`src/rtl/core/ffca_pkg.sv`:
```
// Shared types and constants for the first-fit coalescing allocator.
// Used by the controller, the datapath and the top level; no dependencies.
`default_nettype none

package ffca_pkg;

  // Default sizing
  localparam int unsigned HEAP_BYTES_DEF = 65536;
  localparam int unsigned MAX_RANGES_DEF = 16;

  // Fixed field widths of the request and result
  localparam int unsigned WORDS_W = 15;
  localparam int unsigned OFF_W   = 16;
  localparam int unsigned REL_W   = 17;
  localparam int unsigned STAT_W  = 2;
  localparam int unsigned GRANT_W = 16;
  localparam int unsigned FREE_W  = 5;

  // Result status codes
  typedef enum logic [STAT_W-1:0] {
    ST_DONE  = 2'd0,
    ST_NOFIT = 2'd1,
    ST_FULL  = 2'd2
  } status_t;

  // Datapath micro-operations issued by the controller
  typedef enum logic [4:0] {
    OP_NONE      = 5'd0,
    OP_LOAD      = 5'd1,
    OP_RD        = 5'd2,
    OP_RD_NEXT   = 5'd3,
    OP_RD_PREV   = 5'd4,
    OP_RD_POSM1  = 5'd5,
    OP_INC       = 5'd6,
    OP_SET_POS   = 5'd7,
    OP_TRIM      = 5'd8,
    OP_GRANT     = 5'd9,
    OP_WR_DOWN   = 5'd10,
    OP_WR_UP     = 5'd11,
    OP_INSERT    = 5'd12,
    OP_MERGE_R   = 5'd13,
    OP_MERGE_L   = 5'd14,
    OP_DEC_COUNT = 5'd15,
    OP_FAIL      = 5'd16,
    OP_FULL      = 5'd17
  } dp_op_t;

  typedef struct packed {
    dp_op_t op;
  } dp_cmd_t;

  // Datapath flags seen by the controller
  typedef struct packed {
    logic is_free;   // latched request is a free
    logic len_zero;  // free of zero length
    logic full;      // table holds the maximum number of ranges
    logic too_big;   // allocate larger than the heap
    logic cnt_zero;  // table is empty
    logic at_end;    // idx == count
    logic next_end;  // idx + 1 >= count
    logic fits;      // read range length >= requested bytes
    logic exact;     // read range length == requested bytes
    logic below;     // freed end lies beyond read range start
    logic at_pos;    // idx == insert position
    logic touch_r;   // current range ends where read range starts
    logic touch_l;   // read range ends where current range starts
    logic pos_zero;  // insert position is the first entry
  } dp_stat_t;

endpackage

`default_nettype wire

```
`src/rtl/core/ffca_ram.sv`:
```
// Generic simple dual-port RAM: one write port, one read port with registered data.
// No dependencies.
`default_nettype none

module ffca_ram #(
  parameter int unsigned WIDTH = 34,
  parameter int unsigned DEPTH = 16
) (
  input  wire logic                     clk,
  input  wire logic                     we,
  input  wire logic [$clog2(DEPTH)-1:0] wa,
  input  wire logic [WIDTH-1:0]         wd,
  input  wire logic [$clog2(DEPTH)-1:0] ra,
  output logic      [WIDTH-1:0]         rd
);

  logic [WIDTH-1:0] mem [DEPTH];

  always_ff @(posedge clk) begin
    if (we) begin
      mem[wa] <= wd;
    end
    rd <= mem[ra];
  end

endmodule

`default_nettype wire

```
`src/rtl/core/ffca_dp.sv`:
```
// Datapath of the allocator: free-range table in RAM, scan index, count and result.
// Depends on ffca_pkg and ffca_ram.
`default_nettype none

module ffca_dp #(
  parameter int unsigned HEAP_BYTES      = ffca_pkg::HEAP_BYTES_DEF,
  parameter int unsigned MAX_FREE_RANGES = ffca_pkg::MAX_RANGES_DEF
) (
  input  wire logic                         clk,
  input  wire logic                         rst,
  input  wire ffca_pkg::dp_cmd_t            cmd,
  output ffca_pkg::dp_stat_t                stat,
  input  wire logic                         in_action,
  input  wire logic [ffca_pkg::WORDS_W-1:0] in_words,
  input  wire logic [ffca_pkg::OFF_W-1:0]   in_offset,
  input  wire logic [ffca_pkg::REL_W-1:0]   in_bytes,
  output ffca_pkg::status_t                 res_status,
  output logic      [ffca_pkg::GRANT_W-1:0] res_grant,
  output logic      [ffca_pkg::FREE_W-1:0]  res_free
);

  import ffca_pkg::*;

  // Range values must hold any start or length: freed lengths reach 2^17-1
  localparam int unsigned HEAP_W = $clog2(HEAP_BYTES + 1);
  localparam int unsigned VAL_W  = (HEAP_W > REL_W) ? HEAP_W : REL_W;
  localparam int unsigned CNT_W  = $clog2(MAX_FREE_RANGES + 1);
  localparam int unsigned IDX_W  = $clog2(MAX_FREE_RANGES);
  localparam int unsigned WORD_W = 2 * VAL_W;

  logic               is_free;
  logic [VAL_W-1:0]   bytes;
  logic [VAL_W-1:0]   cur_start;
  logic [VAL_W-1:0]   cur_len;
  logic [CNT_W-1:0]   count;
  logic [CNT_W-1:0]   idx;
  logic [CNT_W-1:0]   pos;
  logic [VAL_W-1:0]   grant;
  status_t            status;
  logic               written0;
  logic               rd_init;

  logic               we;
  logic [IDX_W-1:0]   wa;
  logic [WORD_W-1:0]  wd;
  logic [IDX_W-1:0]   ra;
  logic [WORD_W-1:0]  q;

  logic [VAL_W-1:0]   rd_start;
  logic [VAL_W-1:0]   rd_len;
  logic [CNT_W:0]     idx_p1;
  logic [CNT_W-1:0]   idx_m1;
  logic [CNT_W-1:0]   pos_m1;
  logic [VAL_W:0]     cur_end;
  logic [VAL_W:0]     rd_end;
  logic [CNT_W+FREE_W-1:0] cnt_ext;

  // Table storage, word = {length, start}
  ffca_ram #(
    .WIDTH(WORD_W),
    .DEPTH(MAX_FREE_RANGES)
  ) u_ram (
    .clk(clk),
    .we (we),
    .wa (wa),
    .wd (wd),
    .ra (ra),
    .rd (q)
  );

  // Entry 0 reads as the whole heap until it is first written
  assign rd_start = rd_init ? '0 : q[VAL_W-1:0];
  assign rd_len   = rd_init ? VAL_W'(HEAP_BYTES) : q[WORD_W-1:VAL_W];

  assign idx_p1  = {1'b0, idx} + 1'b1;
  assign idx_m1  = idx - 1'b1;
  assign pos_m1  = pos - 1'b1;
  assign cur_end = {1'b0, cur_start} + {1'b0, cur_len};
  assign rd_end  = {1'b0, rd_start} + {1'b0, rd_len};

  // Status flags
  always_comb begin
    stat.is_free  = is_free;
    stat.len_zero = (cur_len == '0);
    stat.full     = ({1'b0, count} >= (CNT_W+1)'(MAX_FREE_RANGES));
    stat.too_big  = ({1'b0, bytes} > (VAL_W+1)'(HEAP_BYTES));
    stat.cnt_zero = (count == '0);
    stat.at_end   = (idx == count);
    stat.next_end = (idx_p1 >= {1'b0, count});
    stat.fits     = (bytes <= rd_len);
    stat.exact    = (bytes == rd_len);
    stat.below    = (cur_end > {1'b0, rd_start});
    stat.at_pos   = (idx == pos);
    stat.touch_r  = (cur_end == {1'b0, rd_start});
    stat.touch_l  = (rd_end == {1'b0, cur_start});
    stat.pos_zero = (pos == '0);
  end

  // RAM port selection per micro-operation
  always_comb begin
    we = 1'b0;
    wa = idx[IDX_W-1:0];
    wd = q;
    ra = idx[IDX_W-1:0];
    case (cmd.op)
      OP_RD_NEXT:  ra = idx_p1[IDX_W-1:0];
      OP_RD_PREV:  ra = idx_m1[IDX_W-1:0];
      OP_RD_POSM1: ra = pos_m1[IDX_W-1:0];
      OP_TRIM: begin
        we = 1'b1;
        wd = {rd_len - bytes, rd_start + bytes};
      end
      OP_WR_DOWN,
      OP_WR_UP: begin
        we = 1'b1;
        wd = {rd_len, rd_start};
      end
      OP_INSERT: begin
        we = 1'b1;
        wd = {cur_len, cur_start};
      end
      OP_MERGE_R: begin
        we = 1'b1;
        wd = {cur_len + rd_len, cur_start};
      end
      OP_MERGE_L: begin
        we = 1'b1;
        wd = {rd_len + cur_len, rd_start};
      end
      default: ;
    endcase
  end

  // Reset marker for entry 0, sampled alongside the RAM read
  always_ff @(posedge clk) begin
    if (rst) begin
      written0 <= 1'b0;
      rd_init  <= 1'b0;
    end else begin
      rd_init <= (ra == '0) && !written0;
      if (we && (wa == '0)) begin
        written0 <= 1'b1;
      end
    end
  end

  // Count register
  always_ff @(posedge clk) begin
    if (rst) begin
      count <= CNT_W'(1);
    end else begin
      case (cmd.op)
        OP_INSERT:    count <= count + 1'b1;
        OP_DEC_COUNT: count <= count - 1'b1;
        default: ;
      endcase
    end
  end

  // Index, position, request and result registers
  always_ff @(posedge clk) begin
    case (cmd.op)
      OP_LOAD: begin
        is_free   <= in_action;
        bytes     <= VAL_W'({in_words, 2'b00});
        cur_start <= VAL_W'(in_offset);
        cur_len   <= VAL_W'(in_bytes);
        idx       <= '0;
        status    <= ST_DONE;
        grant     <= '0;
      end
      OP_INC:     idx <= idx_p1[CNT_W-1:0];
      OP_SET_POS: begin
        pos <= idx;
        idx <= count;
      end
      OP_TRIM,
      OP_GRANT:   grant <= rd_start;
      OP_WR_DOWN: idx <= idx_p1[CNT_W-1:0];
      OP_WR_UP:   idx <= idx_m1;
      OP_MERGE_R: begin
        cur_len <= cur_len + rd_len;
        idx     <= idx_p1[CNT_W-1:0];
      end
      OP_MERGE_L:  idx <= idx_p1[CNT_W-1:0];
      OP_RD_POSM1: idx <= pos_m1;
      OP_FAIL:     status <= ST_NOFIT;
      OP_FULL:     status <= ST_FULL;
      default: ;
    endcase
  end

  assign cnt_ext    = (CNT_W+FREE_W)'(count);
  assign res_status = status;
  assign res_grant  = grant[GRANT_W-1:0];
  assign res_free   = cnt_ext[FREE_W-1:0];

endmodule

`default_nettype wire

```
`src/rtl/core/ffca_ctrl.sv`:
```
// Controller of the allocator: sequences table scans, shifts and merges.
// Depends on ffca_pkg; drives ffca_dp through command and status structs.
`default_nettype none

module ffca_ctrl (
  input  wire logic               clk,
  input  wire logic               rst,
  input  wire logic               s_tvalid,
  output logic                    s_tready,
  output logic                    m_tvalid,
  input  wire logic               m_tready,
  input  wire ffca_pkg::dp_stat_t stat,
  output ffca_pkg::dp_cmd_t       cmd
);

  import ffca_pkg::*;

  typedef enum logic [15:0] {
    S_IDLE   = 16'h0001,
    S_DECIDE = 16'h0002,
    S_A_RD   = 16'h0004,
    S_A_CMP  = 16'h0008,
    S_F_CHK  = 16'h0010,
    S_F_CMP  = 16'h0020,
    S_UP_CHK = 16'h0040,
    S_UP_WR  = 16'h0080,
    S_MR_CHK = 16'h0100,
    S_MR_CMP = 16'h0200,
    S_ML_CHK = 16'h0400,
    S_ML_CMP = 16'h0800,
    S_DR_RD  = 16'h1000,
    S_DR_WR  = 16'h2000,
    S_OUT    = 16'h4000
  } state_t;

  state_t state;
  state_t state_next;
  logic   ret_left;       // after a drop, go on to the left merge
  logic   ret_left_next;

  assign s_tready = (state == S_IDLE);
  assign m_tvalid = (state == S_OUT);

  always_ff @(posedge clk) begin
    if (rst) begin
      state    <= S_IDLE;
      ret_left <= 1'b0;
    end else begin
      state    <= state_next;
      ret_left <= ret_left_next;
    end
  end

  // Next state and micro-operation
  always_comb begin
    state_next    = state;
    ret_left_next = ret_left;
    cmd.op        = OP_NONE;
    case (state)
      S_IDLE: begin
        if (s_tvalid) begin
          cmd.op     = OP_LOAD;
          state_next = S_DECIDE;
        end
      end
      S_DECIDE: begin
        if (stat.is_free) begin
          if (stat.len_zero) begin
            state_next = S_OUT;
          end else if (stat.full) begin
            cmd.op     = OP_FULL;
            state_next = S_OUT;
          end else begin
            state_next = S_F_CHK;
          end
        end else if (stat.too_big || stat.cnt_zero) begin
          cmd.op     = OP_FAIL;
          state_next = S_OUT;
        end else begin
          state_next = S_A_RD;
        end
      end
      // first-fit scan
      S_A_RD: begin
        cmd.op     = OP_RD;
        state_next = S_A_CMP;
      end
      S_A_CMP: begin
        if (stat.fits) begin
          if (stat.exact) begin
            cmd.op        = OP_GRANT;
            ret_left_next = 1'b0;
            state_next    = S_DR_RD;
          end else begin
            cmd.op     = OP_TRIM;
            state_next = S_OUT;
          end
        end else if (stat.next_end) begin
          cmd.op     = OP_FAIL;
          state_next = S_OUT;
        end else begin
          cmd.op     = OP_INC;
          state_next = S_A_RD;
        end
      end
      // search for the insert position
      S_F_CHK: begin
        if (stat.at_end) begin
          cmd.op     = OP_SET_POS;
          state_next = S_UP_CHK;
        end else begin
          cmd.op     = OP_RD;
          state_next = S_F_CMP;
        end
      end
      S_F_CMP: begin
        if (stat.below) begin
          cmd.op     = OP_INC;
          state_next = S_F_CHK;
        end else begin
          cmd.op     = OP_SET_POS;
          state_next = S_UP_CHK;
        end
      end
      // open a slot by shifting the tail up
      S_UP_CHK: begin
        if (stat.at_pos) begin
          cmd.op     = OP_INSERT;
          state_next = S_MR_CHK;
        end else begin
          cmd.op     = OP_RD_PREV;
          state_next = S_UP_WR;
        end
      end
      S_UP_WR: begin
        cmd.op     = OP_WR_UP;
        state_next = S_UP_CHK;
      end
      // merge with the successor
      S_MR_CHK: begin
        if (stat.next_end) begin
          state_next = S_ML_CHK;
        end else begin
          cmd.op     = OP_RD_NEXT;
          state_next = S_MR_CMP;
        end
      end
      S_MR_CMP: begin
        if (stat.touch_r) begin
          cmd.op        = OP_MERGE_R;
          ret_left_next = 1'b1;
          state_next    = S_DR_RD;
        end else begin
          state_next = S_ML_CHK;
        end
      end
      // merge the predecessor with it
      S_ML_CHK: begin
        if (stat.pos_zero) begin
          state_next = S_OUT;
        end else begin
          cmd.op     = OP_RD_POSM1;
          state_next = S_ML_CMP;
        end
      end
      S_ML_CMP: begin
        if (stat.touch_l) begin
          cmd.op        = OP_MERGE_L;
          ret_left_next = 1'b0;
          state_next    = S_DR_RD;
        end else begin
          state_next = S_OUT;
        end
      end
      // drop the entry at idx by shifting the tail down
      S_DR_RD: begin
        if (stat.next_end) begin
          cmd.op     = OP_DEC_COUNT;
          state_next = ret_left ? S_ML_CHK : S_OUT;
        end else begin
          cmd.op     = OP_RD_NEXT;
          state_next = S_DR_WR;
        end
      end
      S_DR_WR: begin
        cmd.op     = OP_WR_DOWN;
        state_next = S_DR_RD;
      end
      S_OUT: begin
        if (m_tready) begin
          state_next = S_IDLE;
        end
      end
      default: begin
        state_next = S_IDLE;
      end
    endcase
  end

endmodule

`default_nettype wire

```
`src/rtl/core/first_fit_coalescing_allocator.sv`:
```
// Top level of the first-fit coalescing allocator: stream ports, controller and datapath.
// Depends on ffca_pkg, ffca_ctrl, ffca_dp and ffca_ram.
`default_nettype none

// First-fit allocator over a sorted table of free byte ranges, one range
// covering the whole heap after reset. An allocate request takes its size
// from the first range large enough; a free request is inserted in offset
// order and merged with touching neighbors. Each request gives exactly one
// result. The block handles one request at a time: s_tready is high only
// while idle and drops until the result has been taken. The table lives in a
// single-write, single-read RAM, so each visited entry is read in one state
// and used in the next. An allocate that fits exactly drops that entry by
// shifting the tail down; one that finds no fit reports NOFIT. A request
// that is too large, an allocate on an empty table, a zero-length free and
// a free on a full table are answered without a scan. A free scans the
// ranges below its place, shifts the ranges above it up, and each merge
// adds a shift down. A result waits while m_tready is low.
// No clearing pass is needed after reset.
module first_fit_coalescing_allocator #(
  parameter int unsigned HEAP_BYTES      = ffca_pkg::HEAP_BYTES_DEF,
  parameter int unsigned MAX_FREE_RANGES = ffca_pkg::MAX_RANGES_DEF
) (
  input  wire logic        clk,
  input  wire logic        rst,
  input  wire logic        s_tvalid,
  output logic             s_tready,
  input  wire logic [47:0] s_tdata,  // request_words[14:0], release_offset[30:15],
                                     // release_bytes[47:31]
  input  wire logic        s_tuser,  // action (0 allocate, 1 free)
  output logic             m_tvalid,
  input  wire logic        m_tready,
  output logic      [23:0] m_tdata,  // grant_offset[15:0], free_ranges[20:16], zero[23:21]
  output logic      [1:0]  m_tuser   // status
);

  import ffca_pkg::*;

  dp_cmd_t              cmd;
  dp_stat_t             stat;
  status_t              res_status;
  logic [GRANT_W-1:0]   res_grant;
  logic [FREE_W-1:0]    res_free;

  ffca_ctrl u_ctrl (
    .clk     (clk),
    .rst     (rst),
    .s_tvalid(s_tvalid),
    .s_tready(s_tready),
    .m_tvalid(m_tvalid),
    .m_tready(m_tready),
    .stat    (stat),
    .cmd     (cmd)
  );

  ffca_dp #(
    .HEAP_BYTES     (HEAP_BYTES),
    .MAX_FREE_RANGES(MAX_FREE_RANGES)
  ) u_dp (
    .clk       (clk),
    .rst       (rst),
    .cmd       (cmd),
    .stat      (stat),
    .in_action (s_tuser),
    .in_words  (s_tdata[14:0]),
    .in_offset (s_tdata[30:15]),
    .in_bytes  (s_tdata[47:31]),
    .res_status(res_status),
    .res_grant (res_grant),
    .res_free  (res_free)
  );

  assign m_tdata = {3'b000, res_free, res_grant};
  assign m_tuser = res_status;

  // One request in flight: never ready for a new one while a result waits
  a_one_in_flight: assert property (@(posedge clk) disable iff (rst)
    !(s_tready && m_tvalid))
    else $error("request accepted while a result is pending");

  // Only defined status codes are reported
  a_status_code: assert property (@(posedge clk) disable iff (rst)
    m_tvalid |-> (m_tuser == ST_DONE || m_tuser == ST_NOFIT || m_tuser == ST_FULL))
    else $error("undefined status code");

  // A failed request grants nothing
  a_fail_no_grant: assert property (@(posedge clk) disable iff (rst)
    (m_tvalid && m_tuser != ST_DONE) |-> (m_tdata[15:0] == '0))
    else $error("grant offset set on a failed request");

  // A dropped free leaves the table at its full size
  a_full_count: assert property (@(posedge clk) disable iff (rst)
    (m_tvalid && m_tuser == ST_FULL) |-> (m_tdata[20:16] == FREE_W'(MAX_FREE_RANGES)))
    else $error("table full reported with spare entries");

endmodule

`default_nettype wire
```
`config.mk`:
```
export PLATFORM = sky130hd
export DESIGN_NAME = first_fit_coalescing_allocator
export DESIGN_NICKNAME = d
export VERILOG_FILES = /design/src/rtl/core/ffca_pkg.sv /design/src/rtl/core/ffca_ram.sv /design/src/rtl/core/ffca_dp.sv /design/src/rtl/core/ffca_ctrl.sv /design/src/rtl/core/first_fit_coalescing_allocator.sv
export SDC_FILE = /design/constraint.sdc
export NUM_CORES = 1
export LEC_CHECK = 0
export ABC_AREA = 1
export BUFFER_PORTS_ARGS = -buffer_cell sky130_fd_sc_hd__buf_4
export CAP_MARGIN = 5
export CORE_ASPECT_RATIO = 1.75
export CORE_MARGIN = 5
export CORE_UTILIZATION = 30
export DETAILED_ROUTE_END_ITERATION = 8
export GPL_ROUTABILITY_DRIVEN = 0
export HOLD_SLACK_MARGIN = 0.06
export SLEW_MARGIN = 20
export SYNTH_ARGS = -nofsm -noshare
export SYNTH_HDL_FRONTEND = slang
export SYNTH_HIERARCHICAL = 1
export SYNTH_SLANG_ARGS = --single-unit
```
`constraint.sdc`:
```
create_clock -name clk -period 8.89 [get_ports clk]
set_clock_uncertainty 0.2 [all_clocks]
set_input_delay 1.778 -clock clk [delete_from_list [all_inputs] [get_ports clk]]
set_output_delay 1.778 -clock clk [all_outputs]
set_load 0.05 [all_outputs]
```
---- Yosys cells after proc, flatten, opt, wreduce, memory -nomap -nowiden ----
Memories as Yosys holds them, arrays and structs flattened. A register that Yosys moved wholly into a read port is not among the register bits.
Index checks and enable logic that the tools add are counted.
cells by class
  muxes and demuxes ....................... 53
  reductions and logical operators ........ 21
  shift operators ......................... 0
  multipliers ............................. 0
  bitwise logic cells ..................... 0
  div/mod/pow operators ................... 0
  $add $sub $neg .......................... 10
  $lt $le $gt $ge ......................... 5
  eq/ne operators ......................... 42
operator list
  kind                                                   number
  one-hot mux 16 bit (15 select lines)                   1
  one-hot mux 34 bit (5 select lines)                    1
  two-way mux 15 bit                                     7
  two-way mux 16 bit                                     6
  one-hot mux 5 bit (14 select lines)                    1
  == test 5 x 4 -> 1 bit, second input constant          8
  adder 17 bit                                           2
  two-way mux 17 bit                                     2
  one-hot mux 17 bit (2 select lines)                    1
  one-hot mux 16 bit (2 select lines)                    1
  two-way mux 5 bit                                      6
  one-hot mux 5 bit (5 select lines)                     1
  == test 5 x 3 -> 1 bit, second input constant          4
  adder 16 x 17 -> 18 bit                                1
  adder 17 x 17 -> 18 bit                                1
  == test 18 x 16 -> 1 bit                               1
  == test 18 x 17 -> 1 bit                               1
  greater-than comparator 18 x 17 -> 1 bit               1
  == test 17 bit                                         1
  greater-than comparator 17 bit, second input constant  1
  less-or-equal comparator 17 bit                        1
  logical NOT 17 bit                                     1
  subtractor 17 bit                                      1
  == test 16 x 1 -> 1 bit, second input constant         1
  other kinds (50)                                       79
word-level totals
  input bits .............................. 53
  memory bits (read-only) ................. 0
  memories ................................ 1
  RAM bits ................................ 544
  output and inout bits ................... 28
  bits in registers ....................... 101
  latch bits .............................. 0
  word-level logic and storage cells ...... 145
memory list
  memory          words  width  rd ports  clocked after Yosys merged registers in  write ports  RTL line        text
  u_dp.u_ram.mem  16     34     1         1                                        1            ffca_ram.sv:17  logic [WIDTH-1:0] mem [DEPTH];

---- Depth between registers and ports, before layout ----
  depth after elaboration ................. 10
  mapped depth ............................ 39
  mapped depth without buffers ............ 36

---- Modules after synthesis ----
Netlist, hierarchy kept.
modules (own cells, without submodules)
  module                          cells each  area an instance (um^2)  times used  sequential area each (um^2)
  ffca_ram                        2250        23940.5                  1           17016.3
  ffca_dp                         1411        9775.6                   1           2452.4
  ffca_ctrl                       208         1242.4                   1           320.3
  first_fit_coalescing_allocator  4           26.3                     1           0.0

---- Worst setup path before layout ----
OpenSTA, ideal clock, no wires.
  kind .................................... register to register
  from .................................... register u_dp.cur_len[0]
  to ...................................... register u_dp.cur_len[0], enable pin
  library setup time ...................... 373 ps
  clock period less this slack ............ 6205 ps
  required time ........................... 8317 ps
  setup slack ............................. 2685 ps
  buffers on the path ..................... 0
  data arrival time ....................... 5632 ps
  cell stages (with the launch flop) ...... 28
  cells stage by stage .................... edfxtp_1 -> ha_1 -> inv_1 -> fa_1 -> nand3b_1 -> nand2_1 -> a21oi_1 -> o21ai_1 -> a21boi_0 -> o21ai_1 -> xor2_1 -> ha_1 -> nand2_1 -> nor2_1 -> nand3_1 -> nor2_1 -> inv_1 -> nor2_2 -> inv_2 -> nand3_2 -> or3_1 -> nor2_1 -> inv_1 -> nor2_1 -> inv_1 -> nor2_1 -> inv_1 -> nand2_1
RTL lines
  item                    RTL line        text
  from (decl)             ffca_dp.sv:34   logic [VAL_W-1:0] cur_len;
  from (signal assigned)  ffca_dp.sv:167  cur_len <= VAL_W'(in_bytes);
  from (signal assigned)  ffca_dp.sv:182  cur_len <= cur_len + rd_len;

==> metrics.json <==
{
  "floorplan.die_area_mm2": 0.124,
  "vias_per_cell": 4.94,
  "post_cts_buffers": 0,
  "setup_viol_count_final": 0,
  "maximum_level_of_the_cts_h_tree": 2,
  "post_synth_num_cell_types": 61,
  "critical_path.top_delay_family": "simple AND/OR/NAND/NOR gates",
  "finalHoldViolations": 0,
  "multiInputGateArea_mm2": 0.0121,
  "initial_standard_cell_utilization_of_the_core_pct": 30.2,
  "synth_seq_cells": 678,
  "drt-initial-drc-count": 2028,
  "outcome": "completed",
  "synthesis.area_per_instance_um2": 9.03,
  "postLayoutSetupSlackWorst_ns": 0.896,
  "layout.core_utilization_pct": 34.1,
  "average_wire_length_per_cell_after_detail_routing_um": 20.0,
  "ys.warnings.count": 6,
  "tritoncts_clock_tree": "built",
  "final-max-slew-violation-count": 0,
  "cts.reportedPaths.clkPinSlew_ns": 0.08,
  "fill_cells": 11700,
  "netlist_area_mm2": 0.0350,
  "first_drt_pass_iteration_count": 5,
  "pre_cts_ws_ns": 1.30,
  "clock_path_buffers": 3,
  "worst_ir_drop_vdd_mv": 0.141,
  "clkLatencyLatePin_ns": 0.65,
  "cp-startpoint": "u_dp/cur_len[0]$_DFFE_PP_",
  "numCtsBuffers": 55,
  "worst-path-buf-inv": 8,
  "synthCells": 3873,
  "cts.sinks": 678,
  "count_of_boundary_i_o_pins": 81,
  "grt_pass1_wl_um": 161000,
  "synth-edff-count": 621,
  "layout.nets": 4111,
  "core_area_mm2": 0.116,
  "maxCapViolations": 0,
  "crit_path_start_kind": "flip-flop",
  "time_the_final_worst_path_needs_with_i_o_delays_and_setup_ns": 7.99,
  "leakage_nw": 17.3,
  "endpoint": "u_dp/u_ram/rd[2]$_DFF_P_",
  "timing.reg2reg.worst_path_depth": 35,
  "cp_common_cell": "nand2_1",
  "antenna_violations_before_repair": 4,
  "postCtsHoldBufs": 0,
  "crit_slowest_cell": "fa_1",
  "kind_of_critical_path": "reg2reg",
  "worstReg2RegEnd": "u_dp/u_ram/rd[2]$_DFF_P_",
  "timing.critical_path.required_ns": 9.20,
  "slack_of_the_worst_reg_to_reg_path_ns": 0.90,
  "synth.yosys.seq_area_share_pct": 56.6,
  "layout_commonest_cell": "nand2_1",
  "totalWireLength_um": 110000,
  "timing.max_slew.rel_slack_pct": 29.6,
  "dr_drc_count": 0,
  "power.total_mw": 7.86,
  "grt_use_total_pct": 17.2,
  "grt_setup_unrepaired": "no",
  "globalRoute.totalOverflow": 0,
  "die_width_um": 268,
  "root_driver": "clkbuf_16",
  "routed-via-count": 27100,
  "die_h_um": 462,
  "post_cts_resized": 0,
  "crit_fanout": 179,
  "worst-endpoint-arrival_ns": 8.31,
  "timing.rr.start": "u_dp/cur_len[0]$_DFFE_PP_",
  "worst_path_largest_cell_delay_ns": 0.64,
  "areaGrowthSynthToFinish_pct": 13.0,
  "site_row_count": 165,
  "max_clock_freq_mhz": 125,
  "layout.area.seq_mm2": 0.0198,
  "final_cell_mix": "nand2_1, inv_1, edfxtp_1, nand3_1, nor2_1",
  "critical_path.endpoint_type": "flip-flop",
  "synth_flop_cell": "edfxtp_1",
  "drive_above_1_share_pct": 8.17,
  "placement.io_buffers": 77,
  "power_density_mw_per_mm2": 199,
  "first_global_vias": 26300,
  "hold_path.class": "reg2reg",
  "critical_path_cell_count": 35,
  "grt_start_max_net_pins": 180,
  "async_reset_ff_share_pct": 0,
  "worst-slew-pin-transition_ns": 1.06,
  "detailedPlacementHpwl_um": 71900,
  "fin_setup_tns_ns": 0,
  "final.period_utilization_pct": 89.9,
  "final_antenna_net_count": 0
}
## how the worst min path moves through the flow
stage	start	to	depth (start not counted)
finish	u_dp/written0$_SDFFE_PP0P_	u_dp/rd_init$_SDFF_PP0_	1
detailed placement	u_dp/written0$_SDFFE_PP0P_	u_dp/rd_init$_SDFF_PP0_	1
global route	u_dp/written0$_SDFFE_PP0P_	u_dp/rd_init$_SDFF_PP0_	1
global placement	u_dp/written0$_SDFFE_PP0P_	u_dp/rd_init$_SDFF_PP0_	1
floorplan	u_dp/written0$_SDFFE_PP0P_	u_dp/rd_init$_SDFF_PP0_	1
CTS	u_dp/written0$_SDFFE_PP0P_	u_dp/rd_init$_SDFF_PP0_	1
## registers in the layout, summed over array words and instances (netlist names)
register / flops
u_dp/res_status: 2
u_dp/bytes: 15
u_dp/grant: 16
u_dp/res_free: 5
u_dp/cur_start: 16
u_dp/u_ram/rd: 34
u_dp/cur_len: 17
u_dp/u_ram/mem: 544
u_ctrl/state: 15
u_dp/is_free: 1
u_dp/idx: 5
u_ctrl/ret_left: 1
u_dp/rd_init: 1
u_dp/pos: 5
u_dp/written0: 1
## cell type report
class / count / area share, %
antenna: 1 / 0.00633
clock buffer: 75 / 3.82
clock inverter: 28 / 0.652
inverter: 675 / 6.47
multi-input combinational: 2381 / 30.5
sequential: 678 / 50.0
tap: 1503 / 4.76
timing repair buffer: 153 / 3.75
## power by group
part	internal [mW]	leakage [nW]	switching (mW)
combinational	0.519	10.3	1.17
sequential	3.64	6.11	0.0991
clock	1.29	0.856	1.14
## routing by layer
metal	vias to the layer above	GRT usage (%)	wire, µm
li1	12800	-	-
met1	12900	18.1	37700
met2	1088	31.6	56100
met3	365	1.99	6840
met4	6	11.8	9000
met5	-	0	40
## cell families (layout without fill, tap and decap cells)
| family | Yosys count | in the layout | synth area share, % |
|---|---|---|---|
| XOR/XNOR | 52 | 52 | 1.30 |
| flip-flops | 678 | 678 | 56.6 |
| AND/OR/NAND/NOR | 1957 | 1957 | 24.1 |
| buffers and inverters | 816 | 931 | 9.33 |
| adder cells (fa/ha/maj) | 114 | 114 | 4.21 |
| AO/OA/AOI/OAI | 255 | 255 | 4.52 |
| other | 1 | 4 | 0.0107 |
## metrics by stage
stage | area [µm²] | hold slack (ns) | instances
CTS | 39500 | 0.244 | 5491
global placement | 37800 | 0.234 | 5388
global route | 39500 | 0.276 | 5494
detailed placement | 37800 | 0.224 | 5388
finish | 39500 | 0.245 | 5494
floorplan | 35000 | 0.208 | 3875
## synthesized netlist by cell type, types with 5 or more instances
library cell,number,area [µm²]
inv_1,657,2470
nor2_2,13,81.3
xor2_1,37,324
o2111ai_1,8,70.1
buf_1,15,56.3
nor3_1,28,140
a211oi_1,7,52.6
nand3_1,517,2590
o21ai_0,47,235
a22oi_1,27,203
nand2_4,6,67.6
edfxtp_1,621,18600
o21ai_1,7,35.0
dfxtp_1,57,1140
ha_1,108,1350
o21bai_1,10,75.1
a21oi_1,97,485
nand3b_1,18,135
buf_4,16,120
or2_2,7,43.8
fa_1,6,120
a221oi_1,5,43.8
nor2_1,193,724
xnor2_1,15,131
nand2_1,1111,4170
nand2_2,5,31.3
nor2_4,6,67.6
a31oi_1,9,56.3
inv_2,13,48.8
buf_6,6,67.6
a21o_1,11,82.6
nand4_1,29,181
clkbuf_1,29,109
nor4_1,9,56.3
buf_2,75,375
(Power assumes the default switching activity.)
